### src/rtl/core/i2cra_pkg.sv
// Package for the I2C register access master: item types, action codes, register indexes and reset values.
`timescale 1ns / 1ps

package i2cra_pkg;

	localparam int CFG_INDEX_W = 1;
	localparam int CFG_DATA_W  = 16;

	localparam logic [CFG_INDEX_W-1:0] CFG_DEVICE_ADDRESS = 1'd0;
	localparam logic [CFG_INDEX_W-1:0] CFG_TICKS_PER_UNIT = 1'd1;

	localparam logic [6:0]  DEVICE_ADDRESS_RESET = 7'd90;
	localparam logic [15:0] TICKS_PER_UNIT_RESET = 16'd50;

	localparam logic [1:0] ACT_TICK  = 2'd0;
	localparam logic [1:0] ACT_WRITE = 2'd1;
	localparam logic [1:0] ACT_READ  = 2'd2;

	typedef struct packed {
		logic [1:0] action;
		logic [7:0] reg_addr;
		logic [7:0] write_data;
		logic       sda_in;
	} i2cra_in_t;

	typedef struct packed {
		logic       scl_release;
		logic       sda_release;
		logic       busy_res;
		logic       done_res;
		logic       nack_error;
		logic [7:0] read_data;
	} i2cra_out_t;

endpackage

### src/rtl/core/i2c_register_access_master_top.sv
// Top level of the bit-banged I2C master for single-register reads and writes.
`timescale 1ns / 1ps

// Each accepted item is one tick of elapsed time and yields exactly one result item.
// An item is registered on entry, then one pass of logic advances the bus sequencer and
// fills the result register, so one item is taken every cycle while the output is not stalled,
// and its result passes through the input stage and then the result register; the result register and
// its stall alone set the throughput. Writes to the
// configuration port are always accepted and should be made only while no transaction runs.
// A request (action 1 write, 2 read) is taken only while idle; bus timing is counted in
// delay units of ticks_per_unit items each, a value of zero counting as one.
module i2c_register_access_master_top (
	input  logic                              clk,
	input  logic                              arst_n,
	input  logic                              in_valid,
	output logic                              in_stall,
	input  i2cra_pkg::i2cra_in_t              in_data,
	output logic                              out_valid,
	input  logic                              out_stall,
	output i2cra_pkg::i2cra_out_t             out_data,
	input  logic                              cfg_valid,
	output logic                              cfg_ready,
	input  logic [i2cra_pkg::CFG_INDEX_W-1:0] cfg_index,
	input  logic [i2cra_pkg::CFG_DATA_W-1:0]  cfg_data
);
	import i2cra_pkg::*;

	typedef enum logic [4:0] {
		PH_IDLE, PH_S0, PH_S1, PH_S2, PH_W0, PH_W1, PH_W2, PH_WA0, PH_WA1, PH_WA2,
		PH_WA3, PH_R0, PH_R1, PH_RA0, PH_RA1, PH_RA2, PH_RA3, PH_RA4, PH_GAP,
		PH_T0, PH_T1, PH_T2
	} phase_t;

	function automatic logic [3:0] phase_units(input phase_t p);
		logic [3:0] u;
		case (p)
			PH_S0: u = 4'd10;
			PH_S1, PH_S2, PH_GAP, PH_T0, PH_T1, PH_T2: u = 4'd4;
			PH_W2, PH_WA2, PH_WA3, PH_R0, PH_R1, PH_RA2: u = 4'd2;
			PH_W0, PH_W1, PH_WA0, PH_WA1, PH_RA0, PH_RA1, PH_RA3, PH_RA4: u = 4'd1;
			default: u = 4'd0;
		endcase
		return u;
	endfunction

	// Configuration registers
	logic [6:0]  device_address_q;
	logic [15:0] ticks_per_unit_q;

	// Input stage
	logic      in_valid_s1;
	i2cra_in_t in_data_s1;

	// Sequencer state
	phase_t     phase_q;
	logic [15:0] tick_count_q;
	logic [3:0]  unit_count_q;
	logic [3:0]  bit_count_q;
	logic [7:0]  shift_byte_q;
	logic [2:0]  byte_index_q;
	logic        is_read_q;
	logic [7:0]  latched_reg_q;
	logic [7:0]  latched_data_q;
	logic        error_flag_q;
	logic [7:0]  read_byte_q;
	logic        scl_level_q;
	logic        sda_level_q;

	logic       out_valid_q;
	i2cra_out_t out_data_q;

	// Next-state values
	phase_t      phase_d;
	logic [15:0] tick_count_d;
	logic [3:0]  unit_count_d;
	logic [3:0]  bit_count_d;
	logic [7:0]  shift_byte_d;
	logic [2:0]  byte_index_d;
	logic        is_read_d;
	logic [7:0]  latched_reg_d;
	logic [7:0]  latched_data_d;
	logic        error_flag_d;
	logic [7:0]  read_byte_d;
	logic        scl_level_d;
	logic        sda_level_d;
	logic        done_d;
	logic        enter_d;
	logic [15:0] tpu;
	logic        advance;
	logic        step;

	assign advance   = !out_valid_q || !out_stall;
	assign step      = in_valid_s1 && advance;
	assign in_stall  = in_valid_s1 && !advance;
	assign out_valid = out_valid_q;
	assign out_data  = out_data_q;
	assign cfg_ready = 1'b1;
	assign tpu       = (ticks_per_unit_q == 16'd0) ? 16'd1 : ticks_per_unit_q;

	always_comb begin
		phase_d        = phase_q;
		tick_count_d   = tick_count_q;
		unit_count_d   = unit_count_q;
		bit_count_d    = bit_count_q;
		shift_byte_d   = shift_byte_q;
		byte_index_d   = byte_index_q;
		is_read_d      = is_read_q;
		latched_reg_d  = latched_reg_q;
		latched_data_d = latched_data_q;
		error_flag_d   = error_flag_q;
		read_byte_d    = read_byte_q;
		scl_level_d    = scl_level_q;
		sda_level_d    = sda_level_q;
		done_d         = 1'b0;
		enter_d        = 1'b0;

		if (phase_q == PH_IDLE) begin
			if (in_data_s1.action == ACT_WRITE || in_data_s1.action == ACT_READ) begin
				latched_reg_d  = in_data_s1.reg_addr;
				latched_data_d = in_data_s1.write_data;
				is_read_d      = (in_data_s1.action == ACT_READ);
				error_flag_d   = 1'b0;
				byte_index_d   = 3'd0;
				bit_count_d    = 4'd0;
				phase_d        = PH_S0;
				enter_d        = 1'b1;
			end
		end else begin
			tick_count_d = tick_count_q + 16'd1;
			if (tick_count_d >= tpu) begin
				tick_count_d = 16'd0;
				unit_count_d = unit_count_q + 4'd1;
				if (unit_count_d >= phase_units(phase_q)) begin
					// The current phase ends here; choose and enter the next one.
					enter_d = 1'b1;
					case (phase_q)
						PH_S2: begin
							shift_byte_d = {device_address_q, byte_index_q == 3'd2};
							bit_count_d  = 4'd0;
							phase_d      = PH_W0;
						end
						PH_W2: begin
							shift_byte_d = {shift_byte_q[6:0], 1'b0};
							bit_count_d  = bit_count_q + 4'd1;
							phase_d      = (bit_count_d >= 4'd8) ? PH_WA0 : PH_W0;
						end
						PH_WA2: begin
							if (in_data_s1.sda_in) begin
								error_flag_d = 1'b1;
							end
							phase_d = PH_WA3;
						end
						PH_WA3: begin
							phase_d = error_flag_q ? PH_T0 : PH_GAP;
						end
						PH_R1: begin
							shift_byte_d = {shift_byte_q[6:0], in_data_s1.sda_in};
							bit_count_d  = bit_count_q + 4'd1;
							phase_d      = (bit_count_d >= 4'd8) ? PH_RA0 : PH_R0;
						end
						PH_RA4: begin
							phase_d = PH_GAP;
						end
						PH_GAP: begin
							byte_index_d = byte_index_q + 3'd1;
							if (byte_index_d == 3'd1) begin
								shift_byte_d = latched_reg_q;
								bit_count_d  = 4'd0;
								phase_d      = PH_W0;
							end else if (!is_read_q) begin
								if (byte_index_d == 3'd2) begin
									shift_byte_d = latched_data_q;
									bit_count_d  = 4'd0;
									phase_d      = PH_W0;
								end else begin
									phase_d = PH_T0;
								end
							end else if (byte_index_d == 3'd3) begin
								shift_byte_d = 8'd0;
								bit_count_d  = 4'd0;
								phase_d      = PH_R0;
							end else begin
								phase_d = PH_T0;
							end
						end
						PH_T2: begin
							// After the register byte of a read, a stop and then a new start follow.
							if (is_read_q && byte_index_q == 3'd2 && !error_flag_q) begin
								phase_d = PH_S0;
							end else begin
								if (is_read_q && !error_flag_q) begin
									read_byte_d = shift_byte_q;
								end
								phase_d = PH_IDLE;
								done_d  = 1'b1;
							end
						end
						PH_S0, PH_S1, PH_W0, PH_W1, PH_WA0, PH_WA1, PH_R0, PH_RA0,
						PH_RA1, PH_RA2, PH_RA3, PH_T0, PH_T1: begin
							phase_d = phase_t'(phase_q + 5'd1);
						end
						default: begin
							phase_d = PH_IDLE;
						end
					endcase
				end
			end
		end

		// Entering a phase restarts its timing and applies its pin change.
		if (enter_d) begin
			tick_count_d = 16'd0;
			unit_count_d = 4'd0;
			case (phase_d)
				PH_S1, PH_T0, PH_RA1: sda_level_d = 1'b0;
				PH_S2, PH_W0, PH_WA0, PH_WA3, PH_R0, PH_RA0, PH_RA3: scl_level_d = 1'b0;
				PH_W1: sda_level_d = shift_byte_d[7];
				PH_W2, PH_WA2, PH_R1, PH_RA2, PH_T1: scl_level_d = 1'b1;
				PH_WA1, PH_RA4, PH_T2: sda_level_d = 1'b1;
				default: begin
				end
			endcase
		end
	end

	always_ff @(posedge clk or negedge arst_n) begin
		if (!arst_n) begin
			device_address_q <= DEVICE_ADDRESS_RESET;
			ticks_per_unit_q <= TICKS_PER_UNIT_RESET;
		end else if (cfg_valid && cfg_ready) begin
			case (cfg_index)
				CFG_DEVICE_ADDRESS: device_address_q <= cfg_data[6:0];
				CFG_TICKS_PER_UNIT: ticks_per_unit_q <= cfg_data;
				default: begin
				end
			endcase
		end
	end

	always_ff @(posedge clk or negedge arst_n) begin
		if (!arst_n) begin
			in_valid_s1 <= 1'b0;
		end else if (!in_stall) begin
			in_valid_s1 <= in_valid;
		end
	end

	always_ff @(posedge clk) begin
		if (!in_stall && in_valid) begin
			in_data_s1 <= in_data;
		end
	end

	always_ff @(posedge clk or negedge arst_n) begin
		if (!arst_n) begin
			phase_q        <= PH_IDLE;
			tick_count_q   <= 16'd0;
			unit_count_q   <= 4'd0;
			bit_count_q    <= 4'd0;
			shift_byte_q   <= 8'd0;
			byte_index_q   <= 3'd0;
			is_read_q      <= 1'b0;
			latched_reg_q  <= 8'd0;
			latched_data_q <= 8'd0;
			error_flag_q   <= 1'b0;
			read_byte_q    <= 8'd0;
			scl_level_q    <= 1'b1;
			sda_level_q    <= 1'b1;
			out_valid_q    <= 1'b0;
			out_data_q     <= '0;
		end else if (step) begin
			phase_q                <= phase_d;
			tick_count_q           <= tick_count_d;
			unit_count_q           <= unit_count_d;
			bit_count_q            <= bit_count_d;
			shift_byte_q           <= shift_byte_d;
			byte_index_q           <= byte_index_d;
			is_read_q              <= is_read_d;
			latched_reg_q          <= latched_reg_d;
			latched_data_q         <= latched_data_d;
			error_flag_q           <= error_flag_d;
			read_byte_q            <= read_byte_d;
			scl_level_q            <= scl_level_d;
			sda_level_q            <= sda_level_d;
			out_valid_q            <= 1'b1;
			out_data_q.scl_release <= scl_level_d;
			out_data_q.sda_release <= sda_level_d;
			out_data_q.busy_res    <= (phase_d != PH_IDLE);
			out_data_q.done_res    <= done_d;
			out_data_q.nack_error  <= error_flag_d;
			out_data_q.read_data   <= read_byte_d;
		end else if (!out_stall) begin
			out_valid_q <= 1'b0;
		end
	end

endmodule

### config.mk
export PLATFORM = sky130hd
export DESIGN_NAME = i2c_register_access_master_top
export DESIGN_NICKNAME = d
export VERILOG_FILES = /design/src/rtl/core/i2cra_pkg.sv /design/src/rtl/core/i2c_register_access_master_top.sv
export SDC_FILE = /design/constraint.sdc
export NUM_CORES = 1
export LEC_CHECK = 0
export BUFFER_PORTS_ARGS = -buffer_cell sky130_fd_sc_hd__buf_2
export CAP_MARGIN = 20
export CORE_ASPECT_RATIO = 0.5
export CORE_MARGIN = 2
export CORE_UTILIZATION = 65
export DETAILED_ROUTE_END_ITERATION = 6
export PLACE_DENSITY = 0.86
export SETUP_SLACK_MARGIN = 0.15
export SLEW_MARGIN = 15
export SYNTH_ARGS = -nofsm -noshare
export SYNTH_HDL_FRONTEND = slang
export SYNTH_SLANG_ARGS = --single-unit
### constraint.sdc
create_clock -name clk -period 13.35 [get_ports clk]
set_input_delay 3.3375 -clock clk [delete_from_list [all_inputs] [get_ports clk]]
set_output_delay 3.3375 -clock clk [all_outputs]
set_load 0.03 [all_outputs]
==> results.py <==
metrics = {
    "status": {
        "outcome": "finished, violations left",
        "violations": "design-rule violations",
    },
    "final_layout": {
        "antennaDiodeCount": 0,
        "fin_nets": 746,
        "syn_to_final_growth_pct": 14.3,
        "drive_above_1_share": 0.250,
    },
    "placed_design": {
        "port-buffer-count": 55,
        "gp_congestion": 0.964,
        "dpl.hpwl_mm": 9.85,
    },
    "route": {
        "drc": 2,
        "dr.first_iter.drc_count": 391,
        "dr.pass1.iters": 7,
        "num_vias": 5060,
        "wl_per_cell_um": 18.1,
        "drtAntennaViolNets": 0,
        "via_per_inst": 6.22,
        "finalWirelength_mm": 14.7,
    },
    "synth": {
        "syn_nets": 695,
        "synth_cell_type_count": 77,
        "synth_top_area_cell": "dfrtp_1",
        "yosys-top-cells-count": "dfrtp_1 (88), mux2_2 (49), nand2_1 (48)",
        "synth_edf_count": 19,
        "ys_warn_count": 0,
        "yosysMostFrequentCell": "dfrtp_1",
        "synth_area_leaders": "dfrtp_1 (33%), edfxtp_1 (8.7%), mux2_2 (8.4%)",
        "synthArstFlopShare": 0.836,
        "syn_area_per_cell_um2": 10.7,
        "ys_seq_area_frac": 0.457,
        "synth_top_area_frac": 0.334,
        "syn_inst": 615,
        "ys_seq_elements": 116,
        "syn_area_mm2": 0.00659,
        "synthFlopType": "dfrtp_1",
    },
    "grt": {
        "grt_max_degree": 81,
        "grt_use_total": 0.286,
        "grt_pass1_wl_mm": 24.1,
        "grt_overflow_total": 0,
        "grt_pass1_vias": 4956,
        "antenna_found_initial": 0,
    },
    "timing": {
        "clock.fmax_mhz": 140,
        "tns_ns": 0,
        "fin_worst_skew_ns": 0.0115,
        "tightest_slew_ns": 0.982,
        "post-route-period-util": 0.533,
        "rsz0062_at_grt": "false",
        "relSlewSlack": 0.345,
        "period_needed_ns": 7.12,
        "drv_slew": 0,
        "setup_viol": 0,
        "report.final.hold_viol_count": 0,
    },
    "power_and_ir_drop": {
        "cellLeakagePower_nw": 3.40,
        "clkPwrFrac": 0.486,
        "p_switching_uw": 248,
        "total_power_uw": 978,
        "p_int_uw": 730,
        "vdd_drop_max_uv": 97.1,
        "switching_share": 0.254,
        "seqPwrFrac": 0.416,
        "power_density_mw_per_mm2": 130,
        "p_comb_frac": 0.098,
    },
    "clock_tree": {
        "clk_pin_slew_ns": 0.06,
        "clock_sinks": 116,
        "cts_resized": 0,
        "htree_levels": 4,
        "insertion_delay_ns": 0.42,
        "cts_tree": "built",
        "cts_root_buf": "clkbuf_16",
        "cts_buffer_depth": 2,
        "postCtsHoldBufs": 0,
        "cts_setup_buffers": 0,
        "cts_made_buffers": 17,
    },
    "critical_path": {
        "worstPathMaxFanout": 3,
        "critPathLaunchType": "input port",
        "cp.arrival_ns": 3.78,
        "cp-end-kind": "output port",
        "cp.required_ns": 10.01,
        "crit_type": "in -> out",
    },
    "die": {
        "io_pins": 57,
        "die_h_um": 75.2,
        "core_area_mm2": 0.00963,
        "fp.dieW_um": 146,
        "num_rows": 25,
        "dieArea_mm2": 0.0110,
        "start_util": 0.684,
    },
    "run": {
        "drv_cap": 0,
    },
    "hold_path": {
        "hold_path.class": "reg -> reg",
    },
}
## sequential cells by signal (all words and copies together), names as in the netlist
| name | flops |
|---|---|
| unit_count_q | 4 |
| sda_level_q | 1 |
| ticks_per_unit_q | 16 |
| tick_count_q | 16 |
| latched_data_q | 8 |
| latched_reg_q | 8 |
| in_valid_s1 | 1 |
| shift_byte_q | 8 |
| is_read_q | 1 |
| scl_level_q | 1 |
| bit_count_q | 4 |
| phase_q | 5 |
| out_data | 13 |
| out_valid | 1 |
| byte_index_q | 3 |
| in_data_s1 | 19 |
| device_address_q | 7 |
## per-stage QoR
stage,hold slack (ns),area [um^2],cells,utilization,setup WS (ns)
floorplan,0.451,6590,615,-,6.36
CTS,0.482,7500,813,0.778,6.23
global route,0.493,7520,814,0.781,6.16
detailed placement,0.468,6880,781,0.714,6.23
finish,0.479,7520,814,0.781,6.23
global placement,0.460,6880,781,0.714,6.25
## worst paths after layout
check | startpoint | to | slack [ns] | cells past startpoint
worst max-delay path | out_stall | in_stall | 6.23 | 4
worst min-delay path | out_data[10] | out_data[10] | 0.48 | 2
worst max register to register | tick_count_q[0] | out_data[12] | 7.65 | 18
worst min register to register | out_data[10] | out_data[10] | 0.48 | 2
max in group asynchronous | arst_n | scl_level_q | 9.62 | 3
min in group asynchronous | arst_n | ticks_per_unit_q[8] | 2.78 | 1
## cell families after synthesis
family / Yosys count / synth area share
compound gates: 143 / 0.159
mux: 55 / 0.0956
buf+inv: 60 / 0.0450
xor+xnor: 20 / 0.0266
other cells: 1 / 0.000569
simple gates: 181 / 0.142
fa+ha+maj: 39 / 0.0741
flops: 116 / 0.457
## critical path: stages
cell	delay [ns]
buf_2	0.09
nand3_1	0.10
inv_1	0.07
buf_2	0.18
## power by group through the flow
stage | Clock [mW] | Combinational (mW) | Sequential (mW)
final | 0.475 | 0.0957 | 0.407
after global placement | 0 | 0.0896 | 0.411
after CTS | 0.478 | 0.0955 | 0.406
after floorplan | 0 | 0.0631 | 0.409
after global routing | 0.497 | 0.108 | 0.410
after detailed placement | 0 | 0.0930 | 0.412
## layout by cell type, fill, tap and decap left out, drive strengths merged, types with 10 or more instances in the layout
master  count
inv        37
nand3      21
nor2       40
a21oi      25
nand2      48
buf        59
mux2       50
a22o       10
xnor2      11
o21ai      42
edfxtp     19
ha         39
a32o       11
clkbuf     18
dfrtp      88
and3       10
nand2b     11
## metal layers
layer / vias to the layer above / track usage / part of all wire
met4: 0 / 0.122 / 0.020
met5: - / 0 / 0
met3: 32 / 0.0691 / 0.074
li1: 2350 / - / -
met2: 231 / 0.481 / 0.47
met1: 2447 / 0.369 / 0.43
## cell type report
class	instances	area, um^2
Fill cell	605	2110
Sequential cell	116	3010
Inverter	33	124
Timing Repair Buffer	59	328
Clock buffer	18	439
Multi-Input combinational cell	439	3280
Clock inverter	14	175
Tap cell	135	169
Note: power is estimated with default switching activity, not from simulation.
